## src/sv/zz2s_pkg.sv

```systemverilog
// Types, constants and helper functions of the zigzag-to-spiral address generator.
// No dependencies.
`default_nettype none

package zz2s_pkg;

  localparam int GS_W        = 7;
  localparam int MAX_SIDE_DF = 64;
  localparam logic [GS_W-1:0] GRID_RESET = GS_W'(8);

  typedef enum logic [1:0] {
    SP_RIGHT = 2'd0,
    SP_DOWN  = 2'd1,
    SP_LEFT  = 2'd2,
    SP_UP    = 2'd3
  } sp_dir_e;

  typedef struct packed {
    logic step;
    logic restart;
    logic reload;
  } scan_ctrl_t;

  // Largest coordinate for a grid_size value, clamped to 1..max_side.
  function automatic logic [GS_W-1:0] side_edge(input logic [GS_W-1:0] gs,
                                                input int unsigned max_side);
    int unsigned n;
    n = 32'(gs);
    if (n == 0) begin
      n = 1;
    end else if (n > max_side) begin
      n = max_side;
    end
    return GS_W'(n - 1);
  endfunction

endpackage

`default_nettype wire

```

## src/sv/zz2s_scan.sv

```systemverilog
// Scan state of the zigzag source walk and the clockwise spiral destination walk.
// Depends on zz2s_pkg.
`default_nettype none

module zz2s_scan
  import zz2s_pkg::*;
#(
  parameter int MAX_SIDE = MAX_SIDE_DF,
  parameter int CW = 6,
  parameter int SW = 12
) (
  input  wire logic          clk_i,
  input  wire logic          rst_ni,
  input  wire scan_ctrl_t    ctrl_i,
  input  wire logic [CW-1:0] edge_i,
  input  wire logic [SW-1:0] last_idx_i,
  output logic      [CW-1:0] src_row_o,
  output logic      [CW-1:0] src_col_o,
  output logic      [CW-1:0] dst_row_o,
  output logic      [CW-1:0] dst_col_o,
  output logic               last_o
);

  logic [CW-1:0] zr_q, zc_q, sr_q, sc_q, bt_q, bb_q, bl_q, br_q;
  logic [CW-1:0] zr_d, zc_d, sr_d, sc_d, bt_d, bb_d, bl_d, br_d;
  logic [CW-1:0] zr, zc, sr, sc, bt, bb, bl, br;
  sp_dir_e       dir_q, dir_d, dir;
  logic [SW-1:0] cnt_q, cnt_d, cnt;
  logic          done_q, done_d, done;
  logic          is_last, adv;
  logic [CW-1:0] zr_a, zc_a, sr_a, sc_a, bt_a, bb_a, bl_a, br_a;
  sp_dir_e       dir_a;

  // state as seen by this transaction (restart applied)
  always_comb begin
    if (ctrl_i.restart) begin
      zr = '0; zc = '0; sr = '0; sc = '0;
      bt = '0; bl = '0; bb = edge_i; br = edge_i;
      dir = SP_RIGHT; cnt = '0; done = 1'b0;
    end else begin
      zr = zr_q; zc = zc_q; sr = sr_q; sc = sc_q;
      bt = bt_q; bl = bl_q; bb = bb_q; br = br_q;
      dir = dir_q; cnt = cnt_q; done = done_q;
    end
  end

  assign is_last   = !done && (cnt >= last_idx_i);
  assign adv       = !done && !is_last;
  assign src_row_o = zr;
  assign src_col_o = zc;
  assign dst_row_o = sr;
  assign dst_col_o = sc;
  assign last_o    = is_last;

  // zigzag: even anti-diagonal moves up-right, odd moves down-left
  always_comb begin
    zr_a = zr;
    zc_a = zc;
    if ((zr[0] ^ zc[0]) == 1'b0) begin
      if (zc == edge_i) begin
        zr_a = CW'(zr + 1'b1);
      end else if (zr == '0) begin
        zc_a = CW'(zc + 1'b1);
      end else begin
        zr_a = CW'(zr - 1'b1);
        zc_a = CW'(zc + 1'b1);
      end
    end else begin
      if (zr == edge_i) begin
        zc_a = CW'(zc + 1'b1);
      end else if (zc == '0) begin
        zr_a = CW'(zr + 1'b1);
      end else begin
        zr_a = CW'(zr + 1'b1);
        zc_a = CW'(zc - 1'b1);
      end
    end
  end

  // spiral: walk inside shrinking layer bounds
  always_comb begin
    sr_a = sr; sc_a = sc; dir_a = dir;
    bt_a = bt; bb_a = bb; bl_a = bl; br_a = br;
    unique case (dir)
      SP_RIGHT: begin
        if (sc < br) begin
          sc_a = CW'(sc + 1'b1);
        end else begin
          bt_a = CW'(bt + 1'b1); dir_a = SP_DOWN; sr_a = CW'(sr + 1'b1);
        end
      end
      SP_DOWN: begin
        if (sr < bb) begin
          sr_a = CW'(sr + 1'b1);
        end else begin
          br_a = CW'(br - 1'b1); dir_a = SP_LEFT; sc_a = CW'(sc - 1'b1);
        end
      end
      SP_LEFT: begin
        if (sc > bl) begin
          sc_a = CW'(sc - 1'b1);
        end else begin
          bb_a = CW'(bb - 1'b1); dir_a = SP_UP; sr_a = CW'(sr - 1'b1);
        end
      end
      SP_UP: begin
        if (sr > bt) begin
          sr_a = CW'(sr - 1'b1);
        end else begin
          bl_a = CW'(bl + 1'b1); dir_a = SP_RIGHT; sc_a = CW'(sc + 1'b1);
        end
      end
      default: begin
        dir_a = SP_RIGHT;
      end
    endcase
  end

  always_comb begin
    zr_d = zr_q; zc_d = zc_q; sr_d = sr_q; sc_d = sc_q;
    bt_d = bt_q; bb_d = bb_q; bl_d = bl_q; br_d = br_q;
    dir_d = dir_q; cnt_d = cnt_q; done_d = done_q;
    if (ctrl_i.reload) begin
      zr_d = '0; zc_d = '0; sr_d = '0; sc_d = '0;
      bt_d = '0; bl_d = '0; bb_d = edge_i; br_d = edge_i;
      dir_d = SP_RIGHT; cnt_d = '0; done_d = 1'b0;
    end else if (ctrl_i.step) begin
      if (adv) begin
        zr_d = zr_a; zc_d = zc_a; sr_d = sr_a; sc_d = sc_a;
        bt_d = bt_a; bb_d = bb_a; bl_d = bl_a; br_d = br_a;
        dir_d = dir_a; cnt_d = SW'(cnt + 1'b1);
      end else begin
        zr_d = zr; zc_d = zc; sr_d = sr; sc_d = sc;
        bt_d = bt; bb_d = bb; bl_d = bl; br_d = br;
        dir_d = dir; cnt_d = cnt;
      end
      done_d = done || is_last;
    end
  end

  always_ff @(posedge clk_i or negedge rst_ni) begin
    if (!rst_ni) begin
      zr_q <= '0; zc_q <= '0; sr_q <= '0; sc_q <= '0;
      bt_q <= '0; bl_q <= '0;
      bb_q <= CW'(side_edge(GRID_RESET, MAX_SIDE));
      br_q <= CW'(side_edge(GRID_RESET, MAX_SIDE));
      dir_q <= SP_RIGHT; cnt_q <= '0; done_q <= 1'b0;
    end else begin
      zr_q <= zr_d; zc_q <= zc_d; sr_q <= sr_d; sc_q <= sc_d;
      bt_q <= bt_d; bb_q <= bb_d; bl_q <= bl_d; br_q <= br_d;
      dir_q <= dir_d; cnt_q <= cnt_d; done_q <= done_d;
    end
  end

endmodule

`default_nettype wire

```

## src/sv/zigzag_to_spiral_address_gen_top.sv

```systemverilog
// Top level of the zigzag-to-spiral address generator: config register,
// handshakes and result register. Depends on zz2s_pkg and zz2s_scan.
//
//   channel | direction | handshake               | payload
//   cfg     | in        | cfg_we_i                | cfg_wdata_i (grid_size)
//   in      | in        | in_valid_i / in_stall_o | restart_i
//   out     | out       | out_valid_o/out_stall_i | src/dst row/col, last_o
//
// One transaction per cycle while not stalled; result comes the cycle after.
// Input is stalled only while a result is held and out_stall_i is high.
// Reset loads grid_size 8 and the start of a scan; a config write restarts it.
`default_nettype none

module zigzag_to_spiral_address_gen_top
  import zz2s_pkg::*;
#(
  parameter int MAX_SIDE = MAX_SIDE_DF,
  localparam int CW = $clog2(MAX_SIDE),
  localparam int SW = $clog2(MAX_SIDE * MAX_SIDE)
) (
  input  wire logic            clk_i,
  input  wire logic            rst_ni,
  input  wire logic            cfg_we_i,
  input  wire logic [GS_W-1:0] cfg_wdata_i,
  input  wire logic            in_valid_i,
  output logic                 in_stall_o,
  input  wire logic            restart_i,
  output logic                 out_valid_o,
  input  wire logic            out_stall_i,
  output logic      [CW-1:0]   src_row_o,
  output logic      [CW-1:0]   src_col_o,
  output logic      [CW-1:0]   dst_row_o,
  output logic      [CW-1:0]   dst_col_o,
  output logic                 last_o
);

  localparam int PW       = 2 * (CW + 1);
  localparam int RST_EDGE = int'(side_edge(GRID_RESET, MAX_SIDE));
  localparam int RST_LAST = (RST_EDGE + 1) * (RST_EDGE + 1) - 1;

  logic [CW-1:0] edge_q, edge_d, new_edge, edge_use;
  logic [SW-1:0] last_idx_q, last_idx_d;
  logic [CW:0]   new_n;
  logic [PW-1:0] new_sq;
  logic          in_acc;
  scan_ctrl_t    ctrl;
  logic [CW-1:0] s_row, s_col, d_row, d_col;
  logic          s_last;
  logic          ov_q, ov_d;
  logic [CW-1:0] sr_q, sc_q, dr_q, dc_q;
  logic          last_q;

  assign new_edge = CW'(side_edge(cfg_wdata_i, MAX_SIDE));
  assign new_n    = {1'b0, new_edge} + (CW+1)'(1);
  assign new_sq   = PW'(new_n) * PW'(new_n);

  always_comb begin
    edge_d     = edge_q;
    last_idx_d = last_idx_q;
    if (cfg_we_i) begin
      edge_d     = new_edge;
      last_idx_d = SW'(new_sq - PW'(1));
    end
  end

  assign edge_use = cfg_we_i ? new_edge : edge_q;

  assign in_stall_o   = ov_q && out_stall_i;
  assign in_acc       = in_valid_i && !in_stall_o;
  assign ctrl.step    = in_acc;
  assign ctrl.restart = restart_i;
  assign ctrl.reload  = cfg_we_i;

  zz2s_scan #(
    .MAX_SIDE (MAX_SIDE),
    .CW       (CW),
    .SW       (SW)
  ) u_scan (
    .clk_i      (clk_i),
    .rst_ni     (rst_ni),
    .ctrl_i     (ctrl),
    .edge_i     (edge_use),
    .last_idx_i (last_idx_q),
    .src_row_o  (s_row),
    .src_col_o  (s_col),
    .dst_row_o  (d_row),
    .dst_col_o  (d_col),
    .last_o     (s_last)
  );

  assign ov_d = in_acc || (ov_q && out_stall_i);

  always_ff @(posedge clk_i or negedge rst_ni) begin
    if (!rst_ni) begin
      edge_q     <= CW'(RST_EDGE);
      last_idx_q <= SW'(RST_LAST);
      ov_q       <= 1'b0;
    end else begin
      edge_q     <= edge_d;
      last_idx_q <= last_idx_d;
      ov_q       <= ov_d;
    end
  end

  always_ff @(posedge clk_i) begin
    if (in_acc) begin
      sr_q   <= s_row;
      sc_q   <= s_col;
      dr_q   <= d_row;
      dc_q   <= d_col;
      last_q <= s_last;
    end
  end

  assign out_valid_o = ov_q;
  assign src_row_o   = sr_q;
  assign src_col_o   = sc_q;
  assign dst_row_o   = dr_q;
  assign dst_col_o   = dc_q;
  assign last_o      = last_q;

endmodule

`default_nettype wire

```

## config.mk

```make
export PLATFORM = sky130hd
export DESIGN_NAME = zigzag_to_spiral_address_gen_top
export DESIGN_NICKNAME = d
export VERILOG_FILES = /design/src/sv/zz2s_pkg.sv /design/src/sv/zz2s_scan.sv /design/src/sv/zigzag_to_spiral_address_gen_top.sv
export SDC_FILE = /design/constraint.sdc
export NUM_CORES = 1
export LEC_CHECK = 0
export BUFFER_PORTS_ARGS = -buffer_cell sky130_fd_sc_hd__buf_4
export CORE_MARGIN = 2
export CORE_UTILIZATION = 45
export DETAILED_ROUTE_END_ITERATION = 6
export MAX_ROUTING_LAYER = met4
export PLACE_DENSITY_LB_ADDON = 0.1
export RECOVER_POWER = 25
export SETUP_SLACK_MARGIN = 0.3
export SLEW_MARGIN = 20
export SYNTH_ARGS = -nofsm -noshare
export SYNTH_HDL_FRONTEND = slang
export SYNTH_SLANG_ARGS = --single-unit
```

## constraint.sdc

```tcl
create_clock -name clk_i -period 3.65 [get_ports clk_i]
set_clock_uncertainty 0.15 [all_clocks]
set_input_delay 0.1825 -clock clk_i [delete_from_list [all_inputs] [get_ports clk_i]]
set_output_delay 0.1825 -clock clk_i [all_outputs]
set_load 0.05 [all_outputs]
```

Word-level counts from Yosys, hierarchy flattened. Cells that the tools add are included.

Register bits: 107. Output and inout bits: 27.

Mux-type cells: 77. Reductions and logical operators: 14. Equality and inequality tests: 5. Order comparisons: 6. $add $sub $neg: 16. Bitwise operators: 1. Multipliers: 1.

Operator list (count): $mux 6 (59); $mux 12 (4); $pmux 6 s4 (2); $sub 6x1->6 const B (7); $add 6x1->6 const B (6); $mux 2 (8); $add 12x1->12 const B (1); $eq 6x6->1 (2); $ge 12x12->1 (1); $gt 6x6->1 (2); $logic_not 6->1 (2); $lt 6x6->1 (2); $mul 7x7->12 (1); $sub 12x1->12 const B (1); $pmux 2 s4 (1); $add 6x1->7 const B (1); $gt 7x7->1 const B (1); $logic_not 7->1 (1); $eq 2x2->1 const B (2); $logic_and 1x1->1 (4); $logic_not 1->1 (3); $mux 1 (3); $eq 2x1->1 const B (1); $logic_not 2->1 (1); 3 further kinds (4).

Logic depth before layout (Yosys ltp).
Depth in word-level cells: 12. Gate-level depth with buffers: 28. Depth with buffers taken out: 27.

Modules after synthesis. From an unflattened synthesis, not the netlist that was laid out.

Cells, all modules: 1116. Area total of the unflattened synthesis: 9367.7 um^2.

By module, submodules not included: zz2s_scan (area each 6313.6 um^2, cells an instance 829, sequential area each 1584.0 um^2, times used 1); zigzag_to_spiral_address_gen_top (area each 3054.2 um^2, cells an instance 287, sequential area each 1211.2 um^2, times used 1).

Least setup slack after synthesis. No wires, ideal clock.

Path type: input to register. Start point: input cfg_wdata_i[4]. End point: register last_idx_q[11]. Arrival: 5.822 ns. Required time: 3.363 ns. Setup time: 0.137 ns. Setup slack: -2.459 ns. Path buffers: 0. Cell stages on the path: 26. Cells stage by stage: nor3_1 > a21oi_1 > nor2_1 > inv_1 > ha_1 > xnor2_1 > nor3_1 > nand3_1 > xnor2_1 > nand2b_1 > ha_1 > fa_1 > inv_1 > fa_1 > inv_1 > fa_1 > inv_1 > ha_1 > and3_1 > a21oi_1 > o21ai_0 > or4_1 > a31o_2 > a21oi_1 > xnor2_1 > mux2i_1.

Word-level cells in the longest chain between the ends: 7. Elaborated cells on any way between the ends: 8. Classes of those cells: add/sub (3); mul (1); order compare (1); mux (2); reduce/logical (1).

RTL lines: from (decl) (RTL line zigzag_to_spiral_address_gen_top.sv:24) `input wire logic [GS_W-1:0] cfg_wdata_i,`; $gt 7x7->1 (RTL line zz2s_pkg.sv:31) `end else if (n > max_side) begin`; $mux 6 (RTL line zz2s_pkg.sv:31); $mux 6 * (RTL line zz2s_pkg.sv:29) `if (n == 0) begin`; $sub 6x1->6 * (RTL line zz2s_pkg.sv:34) `return GS_W'(n - 1);`; via new_edge[0] (RTL line zigzag_to_spiral_address_gen_top.sv:41) `logic [CW-1:0] edge_q, edge_d, new_edge, edge_use;`; $add 6x1->7 * (RTL line zigzag_to_spiral_address_gen_top.sv:54) `assign new_n = {1'b0, new_edge} + (CW+1)'(1);`; $mul 7x7->12 * (RTL line zigzag_to_spiral_address_gen_top.sv:55) `assign new_sq = PW'(new_n) * PW'(new_n);`; $sub 12x1->12 * (RTL line zigzag_to_spiral_address_gen_top.sv:62) `last_idx_d = SW'(new_sq - PW'(1));`; to (signal assigned) (RTL line zigzag_to_spiral_address_gen_top.sv:96) `last_idx_q <= SW'(RST_LAST);`; to (signal assigned) (RTL line zigzag_to_spiral_address_gen_top.sv:100) `last_idx_q <= last_idx_d;`; to (decl) (RTL line zigzag_to_spiral_address_gen_top.sv:42) `logic [SW-1:0] last_idx_q, last_idx_d;`.

Mark *: on every way through the listed nets, which the timed path passes. The rest lies on a longest branch. A chain may end at the register's enable or synchronous reset.

Worst setup path in the final report.
Start point: input cfg_wdata_i[3]. End point: register last_idx_q[11].

The elaborated chain is that of the path after synthesis.

==> results.yml <==
run_status:
  status: "finished, violations left"
  failed_checks: "setup timing"
drt:
  drc: 0
  vias: 8528
  routedWlPerCell_um: 17.7
  ant_nets: 0
  drtIter0Drc: 549
  wl_mm: 26.6
  first_pass_iters: 5
  viasPerCell: 5.69
setup_path:
  r2r-end: "u_scan.zc_q[5]$_DFFE_PN0P_"
  reg2regPathDepth: 25
  path_max_fanout: 4
  crit_required_ps: 3720
  endpoint_kind: "register"
  cp_common_cell: "fa_1"
  crit_arrival_ps: 5200
  path_class: "primary input to register"
  critPathBufInv: 6
  max_stage_delay_ps: 550
  startpoint: "cfg_wdata_i[3]"
  r2r_setup_slack_ps: 350
  crit_family: "adder cells"
  crit_slowest_cell: "fa_1"
  path_cells: "buf_6, nor3_4, a21oi_2, nor2_2, inv_2, ha_4, xnor2_4, nand3b_1, buf_6, xor2_4, buf_4, buf_4, fa_1, fa_1, inv_1, fa_1, fa_1, ha_4, or4_4, a31o_2, a21oi_2, xnor2_1, mux2i_1"
  startpoint_type: "primary input"
  r2r-start: "edge_q[5]$_DFF_PN0_"
floorplanning:
  die-area_um2: 21300
  die_x_um: 146
  chipHeight_um: 146
  core_um2: 19600
  rows: 51
  num_io_pins: 40
  initial_utilization_pct: 46.2
timing:
  finalHoldViolations: 0
  worst_hold_slack_ps: 89.6
  slew_headroom_pct: 27.7
  finalSetupViolCount: 31
  fin_ws_ps: -1480
  worst_slew_pin_slew_ps: 1080
  drv_slew: 0
  period_share_pct: 141
  fmax_mhz: 195
  finalCriticalPeriod_ps: 5130
  rsz0062_at_grt: "yes"
min_path:
  hold_depth: 3
  min_from: "cfg_we_i"
  hold_end: "last_idx_q[2]$_DFFE_PN1P_"
  hp-class: "primary input to register"
clock_network:
  cts_tree: "built"
  clockBufferDepth: 2
  clk_pin_slew_ps: 70
  clockRootBuffer: "clkbuf_16"
  cts_sinks: 106
  numCtsBuffers: 9
  clock_latency_ps: 360
  cts_max_level: 3
logic_synthesis:
  synth-main-ff-cell: "dfrtp_1"
  ys_seq_area_share_pct: 30.9
  async_flop_share_pct: 76.4
  synth_fp_nets: 1143
  synthCells: 1038
  yosysUniqueCellTypes: 95
  yosys_warnings: 0
  ys_seq_elements: 106
  synth_area_per_cell_um2: 8.72
  synth_edf_count: 25
  netlist_area_um2: 9050
placed_design:
  place_area_um2: 10800
  hpwl_mm: 18.1
  dp_slack_ps: -1990
  finalWeightedCongestion: 0.879
  numPortBuffers: 39
power:
  p_leak_nw: 5.53
  peakVddDrop_mv: 0.613
  power_density_nw_per_um2: 358
run:
  drv_cap: 0
cells_and_area:
  nNetsFinal: 1333
  largest_reg_flops: 12
  mostFrequentLayoutCells: "167 x buf_4, 87 x nand2_1, 79 x inv_1"
  area_growth_pct: 34.5
  biggestRegsByFlops: "u_scan.cnt_q: 12 flops, last_idx_q: 11 flops"
  layout_commonest_cell: "buf_4"
  final_area_um2: 12200
  regMostFlops: "u_scan.cnt_q"
  layout-drive-gt1-share_pct: 32.4
  n_antenna_cell: 0
  post-route-util_pct: 62.2
global_route:
  grt_max_degree: 66
  first_global_vias: 8291
  grt_util_all_layers_pct: 25.2
  antenna_found_initial: 0
  grt_pass1_wl_mm: 42.6
  grt_overflow: 0
## per-stage QoR
step / power [W] / setup TNS, ps / std cells
finish: 0.00436 / -11680 / 1498
floorplan: 0.00256 / -10070 / 1038
CTS: 0.00428 / -8000 / 1485
detailed placement: 0.00317 / -20180 / 1431
global placement: 0.00314 / -20050 / 1431
global route: 0.00468 / -17100 / 1498
## kinds of logic (layout without fill, tap and decap cells)
logic type / Yosys count / after routing / share of synthesized area (%)
other cells: 2 / 2 / 0.0829
simple gates: 372 / 372 / 21.6
fa+ha+maj: 92 / 92 / 14.5
xor+xnor: 52 / 52 / 5.20
mux: 23 / 23 / 2.74
compound gates: 255 / 255 / 19.0
buf+inv: 136 / 331 / 6.05
flops: 106 / 106 / 30.9
## worst reg2reg max path, delay by kind of cell (launching register included)
| family | cells | cell delay (ps) |
|---|---|---|
| compound gates | 3 | 490 |
| buf+inv | 21 | 2200 |
| simple gates | 1 | 40 |
| flops | 1 | 330 |
## timing repair
item | CTS | global route
cloned | 0 | 1
setup endpoints to repair | 33 | 49
buffers inserted | 35 | 12
resized for setup | 75 | 83
hold buffers | 3 | 0
pin swaps | 48 | 56
endpoints found under the hold margin | 51 | 0
## metal layers
metal | part of all wire [%] | track usage [%]
met2 | 49 | 41.4
met5 | 0 | -
met1 | 45 | 33.3
met3 | 4.1 | 3.26
met4 | 1.5 | 5.78
## cells in the mapped netlist (all sizes together), types with 15 or more instances
cell type,instances,share of area [%]
fa,21,4.6
o21ai,74,4.1
buf,16,1.1
nand2b,15,1.0
nor3,29,1.7
inv,87,3.6
clkbuf,33,1.4
xnor2,36,3.6
nand3,43,2.5
ha,71,9.8
nor2b,32,2.2
dfrtp,67,19
edfxtp,25,8.3
nand2,94,3.9
xor2,16,1.5
a21oi,51,2.9
mux2i,19,2.2
and3,18,1.2
nand4,16,1.2
nor2,72,3.0
## report_power, final
group	total (W)	internal (W)	leakage [nW]	switching, W
sequential	0.00138	0.00133	1.29	0.0000447
clock	0.000937	0.000466	0.126	0.000472
combinational	0.00204	0.00103	4.12	0.00102
total	0.00436	0.00283	5.53	0.00153
## area by class of cell
cell class              count  area [um^2]
repair buffers            228         2000
fillers                  1650         7410
flip-flops and latches    106         2800
clock inverters             6         42.5
multi-input cells         796         6450
inverters                  87          329
well taps                 265          332
clock buffers              10          229
## worst max path at each step
stage | endpoint | slack [ps] | cells after the start
floorplan | last_idx_q[11]$_DFFE_PN0P_ | -1880 | 26
global placement | last_idx_q[11]$_DFFE_PN0P_ | -1920 | 26
detailed placement | last_idx_q[11]$_DFFE_PN0P_ | -1990 | 27
CTS | last_idx_q[11]$_DFFE_PN0P_ | -1450 | 28
global route | last_idx_q[11]$_DFFE_PN0P_ | -1710 | 25
finish | last_idx_q[11]$_DFFE_PN0P_ | -1480 | 23
Power figures use the tool's default switching activity.
